$ cat src/hdl/rau_pkg.sv
package rau_pkg;

    localparam int OPERAND_WIDTH = 32;
    localparam int FIELD_W       = 32;
    localparam int WIDE_W        = 64;
    localparam int EXT_SHIFT     = FIELD_W - OPERAND_WIDTH;
    localparam int CNT_W         = $clog2(WIDE_W);

    localparam logic [WIDE_W-1:0] FIT_LIM = 64'd1 << (OPERAND_WIDTH - 1);

    localparam logic [1:0] OP_ADD = 2'd0;
    localparam logic [1:0] OP_SUB = 2'd1;
    localparam logic [1:0] OP_MUL = 2'd2;
    localparam logic [1:0] OP_DIV = 2'd3;

    localparam logic [1:0] ST_OK    = 2'd0;
    localparam logic [1:0] ST_GZERO = 2'd1;
    localparam logic [1:0] ST_OVF   = 2'd2;

    localparam logic [1:0] MUL_S0 = 2'd0;
    localparam logic [1:0] MUL_S1 = 2'd1;
    localparam logic [1:0] MUL_S2 = 2'd2;

    localparam logic [1:0] DIV_EUC = 2'd0;
    localparam logic [1:0] DIV_NUM = 2'd1;
    localparam logic [1:0] DIV_DEN = 2'd2;

    typedef struct packed {
        logic       neg;
        logic [FIELD_W-1:0] mag;
    } operand_t;

    typedef struct packed {
        logic       load_in;
        logic       mul_load;
        logic [1:0] mul_step;
        logic       comb_load;
        logic       div_start;
        logic [1:0] div_sel;
        logic       euc_step;
        logic       g_load;
        logic       qn_load;
        logic       qd_load;
        logic       out_load;
        logic       out_gz;
    } cmd_t;

    typedef struct packed {
        logic x_zero;
        logic y_zero;
        logic div_done;
    } sts_t;

    function automatic operand_t load_operand(logic [FIELD_W-1:0] raw);
        logic signed [FIELD_W-1:0] sv;
        operand_t r;
        sv    = $signed(raw << EXT_SHIFT) >>> EXT_SHIFT;
        r.neg = sv[FIELD_W-1];
        r.mag = sv[FIELD_W-1] ? (~sv + 1'b1) : sv;
        return r;
    endfunction

endpackage

$ cat src/hdl/rau_divider.sv
module rau_divider (
    input  logic                          clk,
    input  logic                          rst_n,
    input  logic                          start,
    input  logic [rau_pkg::WIDE_W-1:0]    dividend,
    input  logic [rau_pkg::WIDE_W-1:0]    divisor,
    output logic                          done,
    output logic [rau_pkg::WIDE_W-1:0]    quot,
    output logic [rau_pkg::WIDE_W-1:0]    rem
);
    import rau_pkg::*;

    localparam logic [1:0] D_IDLE   = 2'd0;
    localparam logic [1:0] D_ALIGN  = 2'd1;
    localparam logic [1:0] D_REDUCE = 2'd2;

    logic [1:0]        state_reg, state_next;
    logic              done_reg, done_next;
    logic [CNT_W-1:0]  k_reg;
    logic [WIDE_W-1:0] r_reg, d_reg, q_reg;
    logic [WIDE_W-1:0] d_shl;
    logic              can_shift, sub_ok;

    assign d_shl     = {d_reg[WIDE_W-2:0], 1'b0};
    assign can_shift = !d_reg[WIDE_W-1] && (d_shl <= r_reg);
    assign sub_ok    = (r_reg >= d_reg);

    always_comb
    begin
        state_next = state_reg;
        done_next  = 1'b0;
        case (state_reg)
            D_IDLE:
            begin
                if (start)
                    state_next = D_ALIGN;
            end
            D_ALIGN:
            begin
                if (!can_shift)
                    state_next = D_REDUCE;
            end
            D_REDUCE:
            begin
                if (k_reg == '0)
                begin
                    state_next = D_IDLE;
                    done_next  = 1'b1;
                end
            end
            default: state_next = D_IDLE;
        endcase
    end

    always_ff @(posedge clk or negedge rst_n)
    begin
        if (!rst_n)
        begin
            state_reg <= D_IDLE;
            done_reg  <= 1'b0;
        end
        else
        begin
            state_reg <= state_next;
            done_reg  <= done_next;
        end
    end

    always_ff @(posedge clk)
    begin
        case (state_reg)
            D_IDLE:
            begin
                if (start)
                begin
                    r_reg <= dividend;
                    d_reg <= divisor;
                    q_reg <= '0;
                    k_reg <= '0;
                end
            end
            D_ALIGN:
            begin
                if (can_shift)
                begin
                    d_reg <= d_shl;
                    k_reg <= k_reg + 1'b1;
                end
            end
            D_REDUCE:
            begin
                if (sub_ok)
                    r_reg <= r_reg - d_reg;
                q_reg <= {q_reg[WIDE_W-2:0], sub_ok};
                if (k_reg != '0)
                begin
                    d_reg <= {1'b0, d_reg[WIDE_W-1:1]};
                    k_reg <= k_reg - 1'b1;
                end
            end
            default: ;
        endcase
    end

    assign done = done_reg;
    assign quot = q_reg;
    assign rem  = r_reg;

endmodule

$ cat src/hdl/rau_datapath.sv
module rau_datapath (
    input  logic                           clk,
    input  logic                           rst_n,
    input  logic [127:0]                   s_tdata,
    input  logic [1:0]                     s_tuser,
    input  rau_pkg::cmd_t                  cmd,
    output rau_pkg::sts_t                  sts,
    output logic [63:0]                    m_tdata,
    output logic [1:0]                     m_tuser
);
    import rau_pkg::*;

    logic [1:0]        op_reg;
    operand_t          an_reg, ad_reg, bn_reg, bd_reg;
    logic [WIDE_W-1:0] p0_reg, p1_reg, p2_reg;
    logic              s0_reg, s1_reg, s2_reg;
    logic [WIDE_W-1:0] n_mag_reg, d_mag_reg, x_reg, y_reg, g_mag_reg, qn_reg, qd_reg;
    logic              n_neg_reg, d_neg_reg, g_neg_reg, odd_reg;
    logic [FIELD_W-1:0] res_num_reg, res_den_reg;
    logic [1:0]        status_reg;

    logic [FIELD_W-1:0] mul_a, mul_b;
    logic               mul_s;
    logic [WIDE_W-1:0]  mul_p;

    logic               a_neg, b_neg;
    logic [WIDE_W-1:0]  sum_mag;
    logic               sum_neg;
    logic [WIDE_W-1:0]  n_mag_c;
    logic               n_neg_c;

    logic [WIDE_W-1:0]  div_dvd, div_dvs, div_q, div_r;
    logic               div_done;

    logic               rn_neg, rd_neg, fit_n, fit_d;
    logic [WIDE_W-1:0]  fn, fd;

    // multiplier operand select
    always_comb
    begin
        mul_a = an_reg.mag;
        mul_b = bd_reg.mag;
        mul_s = an_reg.neg ^ bd_reg.neg;
        case (cmd.mul_step)
            MUL_S0:
            begin
                mul_a = an_reg.mag;
                mul_b = (op_reg == OP_MUL) ? bn_reg.mag : bd_reg.mag;
                mul_s = an_reg.neg ^ ((op_reg == OP_MUL) ? bn_reg.neg : bd_reg.neg);
            end
            MUL_S1:
            begin
                mul_a = bn_reg.mag;
                mul_b = ad_reg.mag;
                mul_s = bn_reg.neg ^ ad_reg.neg ^ (op_reg == OP_SUB);
            end
            MUL_S2:
            begin
                mul_a = ad_reg.mag;
                mul_b = (op_reg == OP_DIV) ? bn_reg.mag : bd_reg.mag;
                mul_s = ad_reg.neg ^ ((op_reg == OP_DIV) ? bn_reg.neg : bd_reg.neg);
            end
            default: ;
        endcase
    end

    assign mul_p = WIDE_W'(mul_a) * WIDE_W'(mul_b);

    // signed add of the two cross products
    assign a_neg = s0_reg && (p0_reg != '0);
    assign b_neg = s1_reg && (p1_reg != '0);

    always_comb
    begin
        if (a_neg == b_neg)
        begin
            sum_mag = p0_reg + p1_reg;
            sum_neg = a_neg;
        end
        else if (p0_reg >= p1_reg)
        begin
            sum_mag = p0_reg - p1_reg;
            sum_neg = a_neg;
        end
        else
        begin
            sum_mag = p1_reg - p0_reg;
            sum_neg = b_neg;
        end
        if (sum_mag == '0)
            sum_neg = 1'b0;
    end

    assign n_mag_c = (op_reg == OP_ADD || op_reg == OP_SUB) ? sum_mag : p0_reg;
    assign n_neg_c = (op_reg == OP_ADD || op_reg == OP_SUB) ? sum_neg : a_neg;

    // shared divider: Euclid remainders, then the two reductions
    always_comb
    begin
        div_dvd = y_reg;
        div_dvs = x_reg;
        case (cmd.div_sel)
            DIV_EUC:
            begin
                div_dvd = y_reg;
                div_dvs = x_reg;
            end
            DIV_NUM:
            begin
                div_dvd = n_mag_reg;
                div_dvs = g_mag_reg;
            end
            DIV_DEN:
            begin
                div_dvd = d_mag_reg;
                div_dvs = g_mag_reg;
            end
            default: ;
        endcase
    end

    rau_divider u_div (
        .clk      (clk),
        .rst_n    (rst_n),
        .start    (cmd.div_start),
        .dividend (div_dvd),
        .divisor  (div_dvs),
        .done     (div_done),
        .quot     (div_q),
        .rem      (div_r)
    );

    // range check and field conversion
    assign rn_neg = (qn_reg != '0) && (n_neg_reg != g_neg_reg);
    assign rd_neg = (qd_reg != '0) && (d_neg_reg != g_neg_reg);
    assign fit_n  = rn_neg ? (qn_reg <= FIT_LIM) : (qn_reg < FIT_LIM);
    assign fit_d  = rd_neg ? (qd_reg <= FIT_LIM) : (qd_reg < FIT_LIM);
    assign fn     = rn_neg ? (~qn_reg + 1'b1) : qn_reg;
    assign fd     = rd_neg ? (~qd_reg + 1'b1) : qd_reg;

    always_ff @(posedge clk)
    begin
        if (cmd.load_in)
        begin
            op_reg <= s_tuser;
            an_reg <= load_operand(s_tdata[31:0]);
            ad_reg <= load_operand(s_tdata[63:32]);
            bn_reg <= load_operand(s_tdata[95:64]);
            bd_reg <= load_operand(s_tdata[127:96]);
        end
        if (cmd.mul_load)
        begin
            case (cmd.mul_step)
                MUL_S0:
                begin
                    p0_reg <= mul_p;
                    s0_reg <= mul_s;
                end
                MUL_S1:
                begin
                    p1_reg <= mul_p;
                    s1_reg <= mul_s;
                end
                MUL_S2:
                begin
                    p2_reg <= mul_p;
                    s2_reg <= mul_s;
                end
                default: ;
            endcase
        end
        if (cmd.comb_load)
        begin
            n_mag_reg <= n_mag_c;
            n_neg_reg <= n_neg_c;
            d_mag_reg <= p2_reg;
            d_neg_reg <= s2_reg && (p2_reg != '0);
            x_reg     <= n_mag_c;
            y_reg     <= p2_reg;
            odd_reg   <= 1'b1;
        end
        if (cmd.euc_step)
        begin
            y_reg   <= x_reg;
            x_reg   <= div_r;
            odd_reg <= !odd_reg;
        end
        if (cmd.g_load)
        begin
            g_mag_reg <= y_reg;
            g_neg_reg <= odd_reg ? d_neg_reg : n_neg_reg;
        end
        if (cmd.qn_load)
            qn_reg <= div_q;
        if (cmd.qd_load)
            qd_reg <= div_q;
        if (cmd.out_load)
        begin
            if (cmd.out_gz)
            begin
                res_num_reg <= '0;
                res_den_reg <= '0;
                status_reg  <= ST_GZERO;
            end
            else if (!fit_n || !fit_d)
            begin
                res_num_reg <= '0;
                res_den_reg <= '0;
                status_reg  <= ST_OVF;
            end
            else
            begin
                res_num_reg <= fn[FIELD_W-1:0];
                res_den_reg <= fd[FIELD_W-1:0];
                status_reg  <= ST_OK;
            end
        end
    end

    assign sts.x_zero   = (x_reg == '0);
    assign sts.y_zero   = (y_reg == '0);
    assign sts.div_done = div_done;

    assign m_tdata = {res_den_reg, res_num_reg};
    assign m_tuser = status_reg;

endmodule

$ cat src/hdl/rau_ctrl.sv
module rau_ctrl (
    input  logic           clk,
    input  logic           rst_n,
    input  logic           s_tvalid,
    output logic           s_tready,
    output logic           m_tvalid,
    input  logic           m_tready,
    input  rau_pkg::sts_t  sts,
    output rau_pkg::cmd_t  cmd
);
    import rau_pkg::*;

    localparam logic [3:0] S_IDLE = 4'd0;
    localparam logic [3:0] S_MUL0 = 4'd1;
    localparam logic [3:0] S_MUL1 = 4'd2;
    localparam logic [3:0] S_MUL2 = 4'd3;
    localparam logic [3:0] S_COMB = 4'd4;
    localparam logic [3:0] S_EUC  = 4'd5;
    localparam logic [3:0] S_EUCW = 4'd6;
    localparam logic [3:0] S_QN   = 4'd7;
    localparam logic [3:0] S_QNW  = 4'd8;
    localparam logic [3:0] S_QDW  = 4'd9;
    localparam logic [3:0] S_FIN  = 4'd10;
    localparam logic [3:0] S_FGZ  = 4'd11;

    logic [3:0] state_reg, state_next;
    logic       ovalid_reg, ovalid_next;
    logic       out_free;

    assign out_free = !ovalid_reg || m_tready;

    always_comb
    begin
        state_next = state_reg;
        cmd        = '0;
        cmd.mul_step = MUL_S0;
        cmd.div_sel  = DIV_EUC;
        case (state_reg)
            S_IDLE:
            begin
                if (s_tvalid)
                begin
                    cmd.load_in = 1'b1;
                    state_next  = S_MUL0;
                end
            end
            S_MUL0:
            begin
                cmd.mul_load = 1'b1;
                cmd.mul_step = MUL_S0;
                state_next   = S_MUL1;
            end
            S_MUL1:
            begin
                cmd.mul_load = 1'b1;
                cmd.mul_step = MUL_S1;
                state_next   = S_MUL2;
            end
            S_MUL2:
            begin
                cmd.mul_load = 1'b1;
                cmd.mul_step = MUL_S2;
                state_next   = S_COMB;
            end
            S_COMB:
            begin
                cmd.comb_load = 1'b1;
                state_next    = S_EUC;
            end
            S_EUC:
            begin
                if (sts.x_zero)
                begin
                    if (sts.y_zero)
                        state_next = S_FGZ;
                    else
                    begin
                        cmd.g_load = 1'b1;
                        state_next = S_QN;
                    end
                end
                else
                begin
                    cmd.div_start = 1'b1;
                    cmd.div_sel   = DIV_EUC;
                    state_next    = S_EUCW;
                end
            end
            S_EUCW:
            begin
                if (sts.div_done)
                begin
                    cmd.euc_step = 1'b1;
                    state_next   = S_EUC;
                end
            end
            S_QN:
            begin
                cmd.div_start = 1'b1;
                cmd.div_sel   = DIV_NUM;
                state_next    = S_QNW;
            end
            S_QNW:
            begin
                if (sts.div_done)
                begin
                    cmd.qn_load   = 1'b1;
                    cmd.div_start = 1'b1;
                    cmd.div_sel   = DIV_DEN;
                    state_next    = S_QDW;
                end
            end
            S_QDW:
            begin
                if (sts.div_done)
                begin
                    cmd.qd_load = 1'b1;
                    state_next  = S_FIN;
                end
            end
            S_FIN:
            begin
                if (out_free)
                begin
                    cmd.out_load = 1'b1;
                    state_next   = S_IDLE;
                end
            end
            S_FGZ:
            begin
                if (out_free)
                begin
                    cmd.out_load = 1'b1;
                    cmd.out_gz   = 1'b1;
                    state_next   = S_IDLE;
                end
            end
            default: state_next = S_IDLE;
        endcase
    end

    always_comb
    begin
        ovalid_next = ovalid_reg;
        if (cmd.out_load)
            ovalid_next = 1'b1;
        else if (m_tready)
            ovalid_next = 1'b0;
    end

    always_ff @(posedge clk or negedge rst_n)
    begin
        if (!rst_n)
        begin
            state_reg  <= S_IDLE;
            ovalid_reg <= 1'b0;
        end
        else
        begin
            state_reg  <= state_next;
            ovalid_reg <= ovalid_next;
        end
    end

    assign s_tready = (state_reg == S_IDLE);
    assign m_tvalid = ovalid_reg;

endmodule

$ cat src/hdl/rational_arithmetic_unit_top.sv
// The three multiplies and the combine come first, then the Euclid loop, then the two reductions.
//   Each Euclid step and each reduction runs on the one shift-subtract divider.
// A new transaction is taken only after the last one has been loaded into the output register;
//   the divider, shared by Euclid and the final reductions, sets how long that takes (data dependent).
// A new input is taken while a finished result still waits in the output register.
// Reset (rst_n, async, active low) returns the controller to idle, output invalid.
module rational_arithmetic_unit_top (
    input  logic         clk,
    input  logic         rst_n,
    input  logic         s_tvalid,
    output logic         s_tready,
    input  logic [127:0] s_tdata,   // a_num, a_den, b_num, b_den (32 bits each)
    input  logic [1:0]   s_tuser,   // operation
    output logic         m_tvalid,
    input  logic         m_tready,
    output logic [63:0]  m_tdata,   // res_num, res_den (32 bits each)
    output logic [1:0]   m_tuser    // status
);
    import rau_pkg::*;

    cmd_t cmd;
    sts_t sts;

    // controller: sequence multiplies, Euclid loop and reductions
    rau_ctrl u_ctrl (
        .clk      (clk),
        .rst_n    (rst_n),
        .s_tvalid (s_tvalid),
        .s_tready (s_tready),
        .m_tvalid (m_tvalid),
        .m_tready (m_tready),
        .sts      (sts),
        .cmd      (cmd)
    );

    // datapath: operand registers, multiplier, adder, shared divider, output register
    rau_datapath u_dp (
        .clk     (clk),
        .rst_n   (rst_n),
        .s_tdata (s_tdata),
        .s_tuser (s_tuser),
        .cmd     (cmd),
        .sts     (sts),
        .m_tdata (m_tdata),
        .m_tuser (m_tuser)
    );

endmodule

$ cat config.mk
export PLATFORM = sky130hd
export DESIGN_NAME = rational_arithmetic_unit_top
export DESIGN_NICKNAME = d
export VERILOG_FILES = /design/src/hdl/rau_pkg.sv /design/src/hdl/rau_divider.sv /design/src/hdl/rau_datapath.sv /design/src/hdl/rau_ctrl.sv /design/src/hdl/rational_arithmetic_unit_top.sv
export SDC_FILE = /design/constraint.sdc
export NUM_CORES = 2
export LEC_CHECK = 0
export BUFFER_PORTS_ARGS = -buffer_cell sky130_fd_sc_hd__buf_2
export CORE_MARGIN = 5
export CORE_UTILIZATION = 28
export CTS_BUF_LIST = sky130_fd_sc_hd__clkbuf_16
export DETAILED_ROUTE_END_ITERATION = 6
export GPL_TIMING_DRIVEN = 0
export PLACE_DENSITY = 0.48
export SKIP_CTS_REPAIR_TIMING = 1
export SLEW_MARGIN = 20
export SYNTH_ARGS = -nofsm -noshare
export SYNTH_HDL_FRONTEND = slang
export SYNTH_SLANG_ARGS = --single-unit
$ cat constraint.sdc
create_clock -name clk -period 18.8 [get_ports clk]
set_input_delay 2.82 -clock clk [delete_from_list [all_inputs] [get_ports clk]]
set_output_delay 2.82 -clock clk [all_outputs]
set_load 0.1 [all_outputs]
=== Word level (Yosys, flattened, before mapping) ===
Index checks and enable logic that the tools add are counted.

* Bitwise gates (word level): 10
* Shift operators: 0
* Reduce and logical (&&, ||, !) cells: 43
* $lt $le $gt $ge: 7
* Multiply operators: 1
* Div/mod/pow operators: 0
* Mux-type cells: 79
* $add $sub $neg: 12
* Equal/unequal tests: 34

{| class="wikitable"
|+ Operators with widths
! operator !! count
|-
| $mux W64 || 14
|-
| $pmux W64 S2 || 3
|-
| $reduce_bool A64 Y1 || 5
|-
| $add A32 B1 Y32 const B || 6
|-
| $logic_not A64 Y1 || 3
|-
| $not A32 Y32 || 6
|-
| $pmux W64 S3 || 1
|-
| $sub A64 B64 Y64 || 3
|-
| $ge A64 B64 Y1 || 2
|-
| $le A64 B32 Y1 const B || 2
|-
| $lt A64 B32 Y1 const B || 2
|-
| $mux W32 || 4
|-
| $mux W31 || 4
|-
| $pmux W32 S3 || 1
|-
| $add A64 B64 Y64 || 1
|-
| $le A64 B64 Y1 || 1
|-
| $mul A32 B32 Y64 || 1
|-
| $pmux W32 S2 || 1
|-
| $pmux W4 S11 || 1
|-
| $mux W4 || 7
|-
| $mux W1 || 27
|-
| $mux W6 || 3
|-
| $pmux W3 S3 || 2
|-
| $pmux W6 S3 || 1
|-
| other kinds (31) || 85
|}

* Bits of input ports: 134
* Memory bits (writable): 0
* Bits in registers: 1,053
* Memories kept: 0
* Latch bits: 0
* Output and inout port bits: 68
* Memory bits (read-only): 0

=== Logic depth before layout (Yosys ltp) ===
* Depth after elaboration: 8
* Mapped depth: 43
* Depth with buffers taken out: 39

=== Cells and area by module ===
Synthesis repeated with hierarchy kept, for this count alone.

* Cells, all modules: 9,559
* Area total of the unflattened synthesis: 94,660.8 sq um

{| class="wikitable"
|+ Modules (own cells, without submodules)
! module !! instances !! cells each !! area each (sq um)
|-
| rau_datapath || 1 || 7,937 || 79,384.9
|-
| rau_divider || 1 || 1,567 || 14,813.0
|-
| rau_ctrl || 1 || 55 || 462.9
|}

=== Worst setup path after synthesis ===
No wires, ideal clock.

* Path kind: reg-to-reg
* From: register u_dp.u_div.d_reg[8]
* To: register u_dp.u_div.d_reg[0], enable pin
* Stages on the path, launching flop included: 16
* Data required time: 17.929 ns
* Data arrival time: 13.482 ns
* Buffers on the path: 0
* Setup slack: 4.447 ns
* Setup time: 0.871 ns
* Cells stage by stage: edfxtp_1 -> ha_1 -> a21o_1 -> a21o_1 -> a21o_1 -> a21o_1 -> a21oi_1 -> nor2b_1 -> o21ai_0 -> nand2_1 -> a221oi_1 -> a21oi_1 -> o32a_1 -> nor2_1 -> inv_1 -> a2111oi_0

* Longest elaborated chain between the ends: 4

{| class="wikitable"
|+ RTL lines
! element !! RTL line !! RTL
|-
| from (decl) || rau_divider.sv:20 || <nowiki>logic [WIDE_W-1:0] r_reg, d_reg, q_reg;</nowiki>
|-
| from (signal assigned) || rau_divider.sv:77 || <nowiki>d_reg <= divisor;</nowiki>
|-
| from (signal assigned) || rau_divider.sv:86 || <nowiki>d_reg <= d_shl;</nowiki>
|-
| from (signal assigned) || rau_divider.sv:97 || <nowiki>d_reg <= {1'b0, d_reg[WIDE_W-1:1]};</nowiki>
|-
| $le A64 B64 Y1 || rau_divider.sv:25 || <nowiki>assign can_shift = !d_reg[WIDE_W-1] && (d_shl <= r_reg);</nowiki>
|-
| $logic_and A1 B1 Y1 || rau_divider.sv:25 ||
|-
| $ne A2 B2 Y1 (no line) || -- ||
|-
| $reduce_and A4 Y1 (no line) || -- ||
|}

No other way between the ends.
A chain may end at the register's enable or synchronous reset.

=== Worst setup path after layout ===
* From: register u_ctrl.state_reg[0]
* To: register u_dp.p1_reg[63], data pin

* Longest elaborated chain between the ends: 5

{| class="wikitable"
|+ RTL lines
! element !! RTL line !! RTL
|-
| from (decl) || rau_ctrl.sv:26 || <nowiki>logic [3:0] state_reg, state_next;</nowiki>
|-
| from (signal assigned) || rau_ctrl.sv:160 || <nowiki>state_reg <= state_next;</nowiki>
|-
| $eq A4 B2 Y1 / $eq A4 B1 Y1 (equally long branches) || rau_ctrl.sv:38 || <nowiki>case (state_reg)</nowiki>
|-
| $pmux W3 S3 (*) || rau_ctrl.sv:38 ||
|-
| $eq A2 B2 Y1, or another cell as far along || rau_datapath.sv:44 || <nowiki>case (cmd.mul_step)</nowiki>
|-
| $pmux W32 S3 / $pmux W32 S2 (equally long branches) || rau_datapath.sv:44 ||
|-
| $mul A32 B32 Y64 (*) || rau_datapath.sv:67 || <nowiki>assign mul_p = WIDE_W'(mul_a) * WIDE_W'(mul_b);</nowiki>
|-
| via u_dp.mul_p[63] || rau_datapath.sv:24 || <nowiki>logic [WIDE_W-1:0] mul_p;</nowiki>
|-
| to (signal assigned) || rau_datapath.sv:161 || <nowiki>p1_reg <= mul_p;</nowiki>
|-
| to (decl) || rau_datapath.sv:15 || <nowiki>logic [WIDE_W-1:0] p0_reg, p1_reg, p2_reg;</nowiki>
|}

Mark *: on every way through the listed nets, which the timed path passes. The rest lies on a longest branch.

==> results.cfg <==
[status]
outcome = complete, no violations

[yosys]
synthCells = 9642
synth_cell_type_count = 97
ys_ff_latch = 1053
syn-cell-area_mm2 = 0.0945
async_flop_share = 0.00760
syn_nets = 11300
synth_edf_count = 1045
ys_seq_area_frac = 0.334
yosys_warnings = 0
ys_dominant_reg_cell = edfxtp_1
synth.avg_cell_area_um2 = 9.80

[clocking]
clk_pin_slew_ps = 60
cts.sinks = 1053
cts_buffers = 134
cts-htree-levels = 4
clkLatencyLatePin_ps = 850
cts_tree = yes
cts_buffer_depth = 4
cts_root_buf = clkbuf_16

[critical_path]
path_depth = 36
regToRegStartpoint = u_ctrl.state_reg[0]
cp_top_family = adder cells
crit_end = u_dp.p1_reg[63]
crit_type = register to register
rr_worst_depth = 36
slowest_delay_ps = 870
crit_required_ps = 19270
cp.buffers_inverters = 9
reg2reg_to = u_dp.p1_reg[63]
setup.worst_path.start = u_ctrl.state_reg[0]
cp_common_cell = fa_1
end_kind = register
crit_slowest_cell = xnor2_1
cp_max_fo = 10
crit_arrival_ps = 15540
cp-start-kind = register
rrSetupSlack_ps = 3720

[floorplanning]
dieArea_mm2 = 0.349
die_h_um = 591
initial_core_util = 0.281
num_rows = 213
io_pins = 202
coreArea_mm2 = 0.336
die_w_um = 591

[sta]
worstMarginPinSlew_ps = 1320
finalCriticalPeriod_ps = 15080
rsz0062_at_grt = no
skew_ps = 84.4
relSlewSlack = 0.111
fin_crit_sh = 0.802
hold_slack_ps = 444
maxClockFrequency_mhz = 66.3
setup-violations-final = 0
finalHoldViolCount = 0
slew_viol_final = 0

[final_layout]
multi_input_area_mm2 = 0.0567
fin_nets = 11700
final_core_util = 0.318
most-common-layout-cells = inv_1, edfxtp_1, nor2_1
syn_to_final_growth_pct = 13.4
design_area_mm2 = 0.107
drive_gt1_frac = 0.0836
nFillCells = 35000
final_common_cell = inv_1
instances_no_fill = 14700
seq_area_mm2 = 0.0316

[job]
cap_violations = 0

[grt]
grt_pass1_vias = 79900
grt_max_degree = 63
track_usage = 0.251
grt_pass1_wl_um = 625000
grt-ovfl-total = 0
antenna_found_initial = 28

[placed_design]
port_buffers = 201
place_area_mm2 = 0.103
dp_cells = 14500
gp_congestion = 1.04
dp_hpwl_um = 373000

[routing]
wl_per_cell_um = 30.6
first_pass_iters = 6
drt-initial-drc-count = 7317
vias = 78000
drt_wl_total_um = 450000
viasPerCell = 5.30
route.detailed.drc = 0
ant_nets = 0

[hold_path]
min_path_type = register to register
hp-start = u_dp.u_div.quot[63]
per-layer routing:
metal	up-vias	wire length (µm)	share of wire	GRT usage
li1	33900	-	-	-
met3	807	26800	0.060	0.0365
met1	40100	183000	0.41	0.316
met5	-	47	0.00010	0
met4	6	27800	0.062	0.126
met2	3113	212000	0.47	0.422
cell type report:
cell class | count | area share
diodes | 20 | 0.000467
flip-flops and latches | 1053 | 0.295
clock buffers | 137 | 0.0320
inverters | 1266 | 0.0444
well taps | 4515 | 0.0527
multi-input cells | 6848 | 0.529
plain buffers | 475 | 0.0177
clock inverters | 99 | 0.00797
repair buffers | 298 | 0.0205
per-stage QoR:
step / worst slack, ps / TNS, ps
5_1_grt: 3220 / 0
3_5_place_dp: 3490 / 0
4_1_cts: 3480 / 0
2_1_floorplan: 4450 / 0
6_report: 3720 / 0
3_3_place_gp: -4430 / -430760
cells by family after synthesis:
logic type / after synthesis / share of synthesized area
compound gates: 2030 / 0.136
xor+xnor: 357 / 0.0331
fa+ha+maj: 1505 / 0.271
buf+inv: 1741 / 0.0700
flops: 1053 / 0.334
mux: 167 / 0.0197
simple gates: 2789 / 0.136
worst register-to-register path, delay by kind of cell, from the launching register on:
kind | cells | cell delay (ps)
and+or+nand+nor | 3 | 1100
xor gates and xnor gates | 1 | 870
buffers and inverters | 9 | 3640
AOI/OAI and AO/OA | 13 | 3690
DFF | 1 | 340
adders and majority gates | 10 | 5090
synth_stat cells (102+ instances only):
library cell  count  area (µm²)
o21ai_0         433        2170
ha_1            604        7560
xnor2_1         274        2400
a21oi_1         630        3150
nor4_1          149         932
a21o_1          193        1450
nor2_1         1004        3770
inv_1          1265        4750
edfxtp_1       1045       31400
and2_1          102         638
nand4_1         109         682
nor2b_1         131         820
mux2_2          154        1730
a22oi_1         162        1220
clkbuf_1        387        1450
fa_1            901       18000
nand2_1         842        3160
worst min-delay path by stage:
stage	depth (start not counted)	slack (ps)	endpoint
after floorplan	0	420	u_dp.qd_reg[63]
after global placement	0	430	u_dp.qd_reg[63]
after detailed placement	0	440	u_dp.qd_reg[63]
after CTS	0	430	u_dp.qn_reg[63]
after global routing	0	450	u_dp.g_mag_reg[0]
final	0	440	u_dp.qn_reg[63]
Power is not shown: default switching activity piles up to over one toggle a cycle in this logic, so the estimate is an artifact.
